[src/rtl/stride_scheduler_select_macros.svh]
// Assertion macros for the stride scheduler block.
// Used by the top level only; empty when SYNTHESIS is defined.
`ifndef STRIDE_SCHEDULER_SELECT_MACROS_SVH
`define STRIDE_SCHEDULER_SELECT_MACROS_SVH
`ifndef SYNTHESIS
// same-cycle implication
`define SSEL_ASSERT_IMP(lbl, clk, rst, ante, cons) \
   lbl: assert property (@(posedge clk) disable iff (rst) (ante) |-> (cons)) \
      else $error("stride scheduler assertion failed");
// next-cycle implication
`define SSEL_ASSERT_NXT(lbl, clk, rst, ante, cons) \
   lbl: assert property (@(posedge clk) disable iff (rst) (ante) |=> (cons)) \
      else $error("stride scheduler assertion failed");
`else
`define SSEL_ASSERT_IMP(lbl, clk, rst, ante, cons)
`define SSEL_ASSERT_NXT(lbl, clk, rst, ante, cons)
`endif
`endif

[src/rtl/ssel_pkg.sv]
// Shared constants, widths and saturating helpers for the stride scheduler.
// No dependencies; imported by ssel_div and stride_scheduler_select.
package ssel_pkg;

   localparam int MAX_CLIENTS      = 8;
   localparam int STRIDE_FRAC_BITS = 16;
   localparam int NUM_REGS         = 8;
   localparam int STRIDE_BASE      = 10000;

   localparam int TICKET_W = 16;
   localparam int PASS_W   = 64;
   localparam int STRIDE_W = 30;
   localparam int GRANT_W  = 32;
   localparam int WINNER_W = 3;

   localparam int CLI_W      = (MAX_CLIENTS > 1) ? $clog2(MAX_CLIENTS) : 1;
   localparam int REG_IDX_W  = $clog2(NUM_REGS);
   localparam int CSR_ADDR_W = REG_IDX_W + 2;
   localparam int CSR_DATA_W = 32;

   localparam int REQ_TDATA_W = 8;
   localparam int RSP_TDATA_W = ((WINNER_W + GRANT_W + 7) / 8) * 8;

   // dividend of the stride division: base scaled to fixed point
   localparam int NUMER_W = $clog2(STRIDE_BASE + 1) + STRIDE_FRAC_BITS;
   localparam logic [NUMER_W-1:0] NUMER = NUMER_W'(STRIDE_BASE) << STRIDE_FRAC_BITS;
   localparam int QX_W = (NUMER_W > STRIDE_W) ? NUMER_W : STRIDE_W;
   localparam logic [STRIDE_W-1:0] STRIDE_MAX = '1;

   function automatic logic [STRIDE_W-1:0] sat_stride(input logic [NUMER_W-1:0] q);
      logic [QX_W-1:0] qx;
      qx = QX_W'(q);
      if (qx > QX_W'(STRIDE_MAX)) return STRIDE_MAX;
      return STRIDE_W'(qx);
   endfunction

   function automatic logic [PASS_W-1:0] sat_pass_add(input logic [PASS_W-1:0] p,
                                                      input logic [STRIDE_W-1:0] s);
      logic [PASS_W:0] sum;
      sum = {1'b0, p} + (PASS_W+1)'(s);
      if (sum[PASS_W]) return '1;
      return sum[PASS_W-1:0];
   endfunction

   function automatic logic [GRANT_W-1:0] sat_inc(input logic [GRANT_W-1:0] g);
      if (g == '1) return g;
      return g + GRANT_W'(1);
   endfunction

endpackage

[src/rtl/ssel_div.sv]
// Restoring divider, one quotient bit per cycle: NUMER / divisor.
// Depends on ssel_pkg for the fixed dividend and widths.
module ssel_div
   import ssel_pkg::*;
(
   input  logic                clock,
   input  logic                reset,
   input  logic                start,
   input  logic [TICKET_W-1:0] divisor,
   output logic                done,
   output logic [NUMER_W-1:0]  quotient
);

   localparam int CNT_W = $clog2(NUMER_W + 1);

   logic                busy_ff, busy_in;
   logic                done_ff, done_in;
   logic [CNT_W-1:0]    cnt_ff, cnt_in;
   logic [TICKET_W-1:0] rem_ff, rem_in;
   logic [TICKET_W-1:0] div_ff, div_in;
   logic [NUMER_W-1:0]  num_ff, num_in;
   logic [NUMER_W-1:0]  quo_ff, quo_in;
   logic [TICKET_W:0]   trial;
   logic [TICKET_W:0]   diff;

   assign trial = {rem_ff, num_ff[NUMER_W-1]};
   assign diff  = trial - {1'b0, div_ff};

   always_comb begin
      busy_in = busy_ff;
      done_in = 1'b0;
      cnt_in  = cnt_ff;
      rem_in  = rem_ff;
      div_in  = div_ff;
      num_in  = num_ff;
      quo_in  = quo_ff;
      if (start) begin
         busy_in = 1'b1;
         cnt_in  = CNT_W'(NUMER_W);
         rem_in  = '0;
         div_in  = divisor;
         num_in  = NUMER;
         quo_in  = '0;
      end else if (busy_ff) begin
         num_in = num_ff << 1;
         if (trial >= {1'b0, div_ff}) begin
            rem_in = diff[TICKET_W-1:0];
            quo_in = {quo_ff[NUMER_W-2:0], 1'b1};
         end else begin
            rem_in = trial[TICKET_W-1:0];
            quo_in = {quo_ff[NUMER_W-2:0], 1'b0};
         end
         cnt_in = cnt_ff - CNT_W'(1);
         if (cnt_ff == CNT_W'(1)) begin
            busy_in = 1'b0;
            done_in = 1'b1;
         end
      end
   end

   always_ff @(posedge clock) begin
      if (reset) begin
         busy_ff <= 1'b0;
         done_ff <= 1'b0;
         cnt_ff  <= '0;
      end else begin
         busy_ff <= busy_in;
         done_ff <= done_in;
         cnt_ff  <= cnt_in;
      end
      rem_ff <= rem_in;
      div_ff <= div_in;
      num_ff <= num_in;
      quo_ff <= quo_in;
   end

   assign done     = done_ff;
   assign quotient = quo_ff;

endmodule

[src/rtl/stride_scheduler_select.sv]
// Stride scheduler select: one grant decision per request.
// Plain tick: request accept, pass scan over all clients, then the update step that sets rsp_tvalid.
// Restart (or first tick after reset): the bit-serial stride divider is first run once
// per client, before the pass scan.
// One request at a time; req_tready rises with rsp_tvalid.
// A result not yet taken holds the next request in its update step.
// Synchronous active-high reset clears control state and ticket registers.
`include "stride_scheduler_select_macros.svh"

module stride_scheduler_select
   import ssel_pkg::*;
(
   input  logic                   clock,
   input  logic                   reset,
   // request channel
   input  logic                   req_tvalid,
   output logic                   req_tready,
   input  logic [REQ_TDATA_W-1:0] req_tdata,   // [0] restart, rest zero
   // result channel
   output logic                   rsp_tvalid,
   input  logic                   rsp_tready,
   output logic [RSP_TDATA_W-1:0] rsp_tdata,   // [2:0] winner, [34:3] winner_grants, pad
   output logic                   rsp_tuser,   // [0] none_active
   // configuration
   input  logic                   csr_psel,
   input  logic                   csr_penable,
   input  logic                   csr_pwrite,
   input  logic [CSR_ADDR_W-1:0]  csr_paddr,
   input  logic [CSR_DATA_W-1:0]  csr_pwdata,
   output logic [CSR_DATA_W-1:0]  csr_prdata,
   output logic                   csr_pready
);

   typedef enum logic [2:0] {
      ST_IDLE,
      ST_DIV_GO,
      ST_DIV_WAIT,
      ST_SCAN,
      ST_UPDATE
   } state_type;

   localparam logic [CLI_W-1:0] LAST_CLI = CLI_W'(MAX_CLIENTS - 1);

   // ticket registers
   logic [TICKET_W-1:0] tickets_ff [NUM_REGS];
   logic [TICKET_W-1:0] tick_cli [MAX_CLIENTS];
   logic                csr_wr;

   assign csr_pready = 1'b1;
   assign csr_wr     = csr_psel && csr_penable && csr_pwrite && csr_pready;
   assign csr_prdata = CSR_DATA_W'(tickets_ff[csr_paddr[CSR_ADDR_W-1:2]]);

   always_ff @(posedge clock) begin
      if (reset) begin
         for (int i = 0; i < NUM_REGS; i++) tickets_ff[i] <= '0;
      end else if (csr_wr) begin
         tickets_ff[csr_paddr[CSR_ADDR_W-1:2]] <= csr_pwdata[TICKET_W-1:0];
      end
   end

   always_comb begin
      for (int i = 0; i < MAX_CLIENTS; i++) tick_cli[i] = tickets_ff[i];
   end

   // per-client state, read only at the scan index
   logic [PASS_W-1:0]   pass_ff   [MAX_CLIENTS];
   logic [STRIDE_W-1:0] stride_ff [MAX_CLIENTS];
   logic [GRANT_W-1:0]  grant_ff  [MAX_CLIENTS];

   logic                pass_we, stride_we, grant_we;
   logic [CLI_W-1:0]    wr_idx;
   logic [PASS_W-1:0]   pass_in;
   logic [STRIDE_W-1:0] stride_in;
   logic [GRANT_W-1:0]  grant_in;

   always_ff @(posedge clock) begin
      if (pass_we)   pass_ff[wr_idx]   <= pass_in;
      if (stride_we) stride_ff[wr_idx] <= stride_in;
      if (grant_we)  grant_ff[wr_idx]  <= grant_in;
   end

   // sequencer
   state_type           state_ff, state_in;
   logic                started_ff, started_in;
   logic [CLI_W-1:0]    idx_ff, idx_in;
   logic                found_ff, found_in;
   logic [CLI_W-1:0]    best_idx_ff, best_idx_in;
   logic [PASS_W-1:0]   best_pass_ff, best_pass_in;
   logic [STRIDE_W-1:0] best_stride_ff, best_stride_in;
   logic [GRANT_W-1:0]  best_grant_ff, best_grant_in;
   logic                rsp_valid_ff, rsp_valid_in;
   logic [WINNER_W-1:0] rsp_winner_ff, rsp_winner_in;
   logic                rsp_none_ff, rsp_none_in;
   logic [GRANT_W-1:0]  rsp_grants_ff, rsp_grants_in;
   logic                req_acc;
   logic                take;
   logic [GRANT_W-1:0]  new_grant;

   // divider
   logic               div_start;
   logic               div_done;
   logic [NUMER_W-1:0] div_quo;

   ssel_div u_div (
      .clock    (clock),
      .reset    (reset),
      .start    (div_start),
      .divisor  (tick_cli[idx_ff]),
      .done     (div_done),
      .quotient (div_quo)
   );

   assign req_tready = (state_ff == ST_IDLE);
   assign req_acc    = req_tvalid && req_tready;
   // pass compare: the shared unit during the scan
   assign take       = (tick_cli[idx_ff] != '0) &&
                       (!found_ff || (pass_ff[idx_ff] < best_pass_ff));
   assign new_grant  = sat_inc(best_grant_ff);

   always_comb begin
      state_in       = state_ff;
      started_in     = started_ff;
      idx_in         = idx_ff;
      found_in       = found_ff;
      best_idx_in    = best_idx_ff;
      best_pass_in   = best_pass_ff;
      best_stride_in = best_stride_ff;
      best_grant_in  = best_grant_ff;
      rsp_valid_in   = rsp_valid_ff && !rsp_tready;
      rsp_winner_in  = rsp_winner_ff;
      rsp_none_in    = rsp_none_ff;
      rsp_grants_in  = rsp_grants_ff;
      div_start      = 1'b0;
      pass_we        = 1'b0;
      stride_we      = 1'b0;
      grant_we       = 1'b0;
      wr_idx         = idx_ff;
      pass_in        = '0;
      stride_in      = '0;
      grant_in       = '0;

      case (state_ff)
         ST_IDLE: begin
            if (req_acc) begin
               idx_in   = '0;
               found_in = 1'b0;
               if (req_tdata[0] || !started_ff) state_in = ST_DIV_GO;
               else                             state_in = ST_SCAN;
            end
         end
         ST_DIV_GO: begin
            div_start = 1'b1;
            state_in  = ST_DIV_WAIT;
         end
         ST_DIV_WAIT: begin
            if (div_done) begin
               stride_we = 1'b1;
               pass_we   = 1'b1;
               grant_we  = 1'b1;
               stride_in = (tick_cli[idx_ff] == '0) ? '0 : sat_stride(div_quo);
               if (idx_ff == LAST_CLI) begin
                  started_in = 1'b1;
                  idx_in     = '0;
                  state_in   = ST_SCAN;
               end else begin
                  idx_in   = idx_ff + CLI_W'(1);
                  state_in = ST_DIV_GO;
               end
            end
         end
         ST_SCAN: begin
            if (take) begin
               found_in       = 1'b1;
               best_idx_in    = idx_ff;
               best_pass_in   = pass_ff[idx_ff];
               best_stride_in = stride_ff[idx_ff];
               best_grant_in  = grant_ff[idx_ff];
            end
            if (idx_ff == LAST_CLI) state_in = ST_UPDATE;
            else                    idx_in   = idx_ff + CLI_W'(1);
         end
         ST_UPDATE: begin
            // wait for the output register to free up
            if (!rsp_valid_ff || rsp_tready) begin
               rsp_valid_in = 1'b1;
               state_in     = ST_IDLE;
               if (found_ff) begin
                  rsp_winner_in = WINNER_W'(best_idx_ff);
                  rsp_none_in   = 1'b0;
                  rsp_grants_in = new_grant;
                  wr_idx        = best_idx_ff;
                  pass_we       = 1'b1;
                  grant_we      = 1'b1;
                  pass_in       = sat_pass_add(best_pass_ff, best_stride_ff);
                  grant_in      = new_grant;
               end else begin
                  rsp_winner_in = '0;
                  rsp_none_in   = 1'b1;
                  rsp_grants_in = '0;
               end
            end
         end
         default: state_in = ST_IDLE;
      endcase
   end

   always_ff @(posedge clock) begin
      if (reset) begin
         state_ff     <= ST_IDLE;
         started_ff   <= 1'b0;
         idx_ff       <= '0;
         found_ff     <= 1'b0;
         rsp_valid_ff <= 1'b0;
      end else begin
         state_ff     <= state_in;
         started_ff   <= started_in;
         idx_ff       <= idx_in;
         found_ff     <= found_in;
         rsp_valid_ff <= rsp_valid_in;
      end
      best_idx_ff    <= best_idx_in;
      best_pass_ff   <= best_pass_in;
      best_stride_ff <= best_stride_in;
      best_grant_ff  <= best_grant_in;
      rsp_winner_ff  <= rsp_winner_in;
      rsp_none_ff    <= rsp_none_in;
      rsp_grants_ff  <= rsp_grants_in;
   end

   assign rsp_tvalid = rsp_valid_ff;
   assign rsp_tdata  = RSP_TDATA_W'({rsp_grants_ff, rsp_winner_ff});
   assign rsp_tuser  = rsp_none_ff;

   // checks
   `SSEL_ASSERT_IMP(a_none_zero, clock, reset, rsp_tvalid && rsp_tuser, rsp_tdata == '0)
   `SSEL_ASSERT_IMP(a_grant_nonzero, clock, reset, rsp_tvalid && !rsp_tuser, rsp_grants_ff != '0)
   `SSEL_ASSERT_NXT(a_busy_after_req, clock, reset, req_tvalid && req_tready, !req_tready)
   `SSEL_ASSERT_IMP(a_div_done_wait, clock, reset, state_ff != ST_DIV_WAIT, !div_done)

endmodule
[config.mk]
export PLATFORM = sky130hd
export DESIGN_NAME = stride_scheduler_select
export DESIGN_NICKNAME = d
export VERILOG_FILES = /design/src/rtl/ssel_pkg.sv /design/src/rtl/ssel_div.sv /design/src/rtl/stride_scheduler_select.sv
export VERILOG_INCLUDE_DIRS = /design/src /design/src/rtl
export SDC_FILE = /design/constraint.sdc
export NUM_CORES = 2
export LEC_CHECK = 0
export BUFFER_PORTS_ARGS = -buffer_cell sky130_fd_sc_hd__buf_2
export CAP_MARGIN = 10
export CORE_ASPECT_RATIO = 1.5
export CORE_UTILIZATION = 25
export CTS_BUF_LIST = sky130_fd_sc_hd__clkbuf_8
export CTS_CLUSTER_SIZE = 30
export DETAILED_ROUTE_END_ITERATION = 10
export GPL_ROUTABILITY_DRIVEN = 0
export SYNTH_ARGS = -nofsm -noshare
export SYNTH_HDL_FRONTEND = slang
export SYNTH_SLANG_ARGS = --single-unit
[constraint.sdc]
create_clock -name clock -period 13.79 [get_ports clock]
set_input_delay 2.0685 -clock clock [delete_from_list [all_inputs] [get_ports clock]]
set_output_delay 2.0685 -clock clock [all_outputs]
set_load 0.01 [all_outputs]
==> run_results.csv <==
group,metric,value,unit
outcome,run_status,"completed",
cts,clock_tree.root_cell,"sky130_fd_sc_hd__clkbuf_8",
critical_path,timing.critical_path.slowest_cell_delay,750,ps
timing,layout_min_cycle_time,7040,ps
cts,cts.sink_count,1392,
cts,cts_inserted_buffers,190,
grt,maximum_number_of_pins_on_one_net_before_global_route_repair,97,
detailed_routing,drt-vias-per-instance,4.53,
critical_path,rr_endpoint,"best_pass_ff[26]",
timing,timing.slew.headroom,16.2,%
placed_design,dp.cells,6452,
placed_design,placed_area,63200,sq um
critical_path,setup.worst_path.start_class,"flip-flop",
worst_hold_path,min-delay-start,"u_div.num_ff[20]",
grt,grt_antenna_before_repair,2,
critical_path,critical_path_maximum_fanout,53,
cts,clock_tree.buffer_depth,3,
final_layout,drive_gt1_share,24.3,%
floorplan,row_count,218,
critical_path,critical_path.slowest_cell,"sky130_fd_sc_hd__buf_4",
timing,fmaxAchievable,142,MHz
cts,htreeDepth,4,
yosys,netlist-cell-type-count,82,
cts,post-cts-setup-buffer-count,0,
cts,ctsResizeCount,0,
final_layout,layout.cells.most_common_list,"sky130_fd_sc_hd__edfxtp_1 (1317), sky130_fd_sc_hd__mux4_2 (274), sky130_fd_sc_hd__clkbuf_8 (195)",
detailed_routing,firstDrtPassIters,5,
floorplan,floorplan.die.height,598,microns
cts,insertion_delay,910,ps
critical_path,endpoint_kind,"flip-flop",
timing,timing.final.max_slew_violations,0,
yosys,ys_flop_type,"sky130_fd_sc_hd__edfxtp_1",
yosys,yosys_warnings,0,
yosys,async_reset_ff_share,0,%
grt,grt_pass1_vias,33300,
timing,setup_tns,0,ps
final_layout,nFillCells,23400,
power_and_ir_drop,total_leakage_power,22.7,nW
run,cap_viol_max_count,0,
critical_path,crit_path_buf_inv_count,4,
critical_path,timing.reg2reg.worst_path_depth,16,
yosys,synth.ff_latch_count,1392,
final_layout,synthToLayoutAreaGrowth,13.3,%
critical_path,required,14300,ps
cts,hold_buffers,0,
critical_path,critPathTopFamily,"buffers and inverters",
worst_hold_path,timing.hold.worst_endpoint,"u_div.num_ff[20]",
cts,tritoncts,"built",
final_layout,finalCoreUtilization,28.5,%
cts,worst_setup_hold_path_clk_slew,70,ps
critical_path,timing_worst_setup_path_type,"flip-flop to flip-flop",
final_layout,layout.cells.non_filler,6800,
grt,globalRouteTotalUtil,11.4,%
worst_hold_path,min-delay-path-class,"flip-flop to flip-flop",
timing,clock-skew-final,68.8,ps
detailed_routing,drc,0,
timing,setup_violations,0,
placed_design,dpl.hpwl,79700,microns
worst_hold_path,min_delay_path_depth,1,
detailed_routing,drt-total-wl,137000,microns
timing,setup_repair_after_global_routing_missed_its_margin,"no",
placed_design,io_buffers,80,
power_and_ir_drop,vdd_drop_max,87.8,uV
final_layout,most_common_library_cell_in_the_layout_ignoring_fill_and_taps,"sky130_fd_sc_hd__edfxtp_1",
critical_path,path_cells,"buf_4 > buf_4 > mux4_2 > mux2_2 > ha_1 > a21oi_1 > nor2b_1 > o21ai_0 > nand2b_1 > a211oi_1 > o21ai_0 > a221oi_1 > o211ai_1 > a211oi_4 > buf_4 > buf_4",
power_and_ir_drop,power_density,124,nW/um^2
timing,worst_pin_slew,1250,ps
critical_path,r2r_setup_slack,6750,ps
grt,overflow,0,
yosys,yosysSeqAreaShare,69.4,%
yosys,synth_enable_flop_cells,1317,
critical_path,critPathArrivalTime,7550,ps
final_layout,postLayoutCellArea,67000,sq um
floorplan,ioPinCount,128,
timing,report.final.hold_viol_count,0,
yosys,mappedNetlistArea,59100,sq um
detailed_routing,drt_iter0_drc,2114,
detailed_routing,dr_total_vias,30800,
power_and_ir_drop,totalPowerFinal,8.29,mW
floorplan,die_width,399,microns
floorplan,core_region_area,235000,sq um
grt,grt_pass1_wl,205000,microns
detailed_routing,final_antenna_net_count,0,
critical_path,path_common_cell,"sky130_fd_sc_hd__buf_4",
yosys,syn_avg_cell_area,17.4,sq um
floorplan,floorplan.die_area,239000,sq um
timing,final_period_utilization,51.1,%
yosys,cells_after_synthesis,3394,
detailed_routing,post_drt_wl_per_cell,20.2,microns
final_layout,layout.nets,3732,
floorplan,initial_utilization,25.2,%
-- sequential cells by signal, summed over array words and instances, names as in the netlist, 16 cells and up, named ones only --
| signal | cells |
|---|---|
| pass_ff | 512 |
| u_div.div_ff | 16 |
| best_stride_ff | 30 |
| u_div.rem_ff | 16 |
| tickets_ff | 128 |
| u_div.quotient | 30 |
| stride_ff | 240 |
| grant_ff | 256 |
| best_grant_ff | 32 |
| best_pass_ff | 64 |
| rsp_grants_ff | 32 |
-- worst reg2reg max path, delay by kind of cell, from the launching register on --
kind / cells / cell delay (ps)
compound gates: 7 / 1890
fa+ha+maj: 1 / 300
buf+inv: 4 / 2670
flops: 1 / 680
mux: 2 / 910
simple gates: 2 / 130
-- routing by layer --
metal	up-vias	track usage, %	share of wire (%)
met5	-	0	0.0066
met1	16100	12.5	38
met2	705	21.7	55
met3	256	1.84	4.0
met4	2	4.23	3.0
li1	13800	-	-
-- synthesized netlist by cell type (all sizes together) (4+ instances only) --
cell	count	area, sq um
buf	84	508
a21oi	127	639
o21bai	4	30.0
and2	167	1120
xor2	42	368
nand2b	14	87.6
a22oi	64	480
mux2i	51	510
o21a	17	129
clkbuf	94	354
ha	114	1430
a211oi	16	130
a21o	28	210
a31oi	14	103
mux2	143	1610
o21ai	56	284
nand4	50	313
nor4b	4	35.0
mux4	284	6430
nor3	39	231
nor4	22	163
nor2b	10	62.6
nand3	36	180
inv	105	394
and3	12	75.1
and4	9	78.8
a2111oi	5	50.0
or2	10	62.6
o31ai	4	30.0
nor2	187	702
nand2	72	273
o211ai	11	82.6
edfxtp	1317	39500
xnor2	53	464
or4	5	37.5
dfxtp	75	1500
nor3b	6	45.0
-- kinds of logic after synthesis --
group                    Yosys count  synth area share (%)
AO/OA/AOI/OAI                    373                  4.09
adder cells (fa/ha/maj)          116                  2.48
flip-flops                      1392                  69.4
buffers and inverters            284                  2.13
XOR/XNOR                          95                  1.41
multiplexers                     478                  14.5
AND/OR/NAND/NOR                  654                  6.01
other                              2                0.0127
-- power by group --
part / switching (mW) / total [mW] / leakage [nW] / internal [mW]
Clock: 1.58 / 3.16 / 2.14 / 1.58
Sequential: 0.0598 / 4.69 / 13.8 / 4.63
Combinational: 0.248 / 0.439 / 6.78 / 0.192
Total: 1.89 / 8.29 / 22.7 / 6.40
-- cell type report --
cell class	count	area (sq um)	area share [%]
Tap cell	3080	3850	5.75
Inverter	106	398	0.594
Timing Repair Buffer	136	833	1.24
Multi-Input combinational cell	1738	17100	25.5
Clock inverter	152	1080	1.61
Sequential cell	1392	41100	61.3
Clock buffer	195	2680	4.01
Antenna cell	1	2.50	0.00373
-- worst max path at each step --
stage,startpoint,slack [ps],end,depth (start not counted)
2_1_floorplan,flip-flop,4420,best_grant_ff[0],15
3_3_place_gp,rsp_tready,5910,pass_ff[1][51],10
3_5_place_dp,rsp_tready,5840,pass_ff[1][51],10
4_1_cts,flip-flop,6540,best_grant_ff[19],16
5_1_grt,flip-flop,6120,best_pass_ff[24],16
6_report,flip-flop,6750,best_pass_ff[26],16
-- per-stage QoR --
step / worst slack [ps] / hold WS [ps]
final: 6750 / 461
after global routing: 6120 / 483
after CTS: 6540 / 469
after detailed placement: 5840 / 452
after global placement: 5910 / 440
after floorplan: 4420 / 429
(Power assumes the default switching activity.)
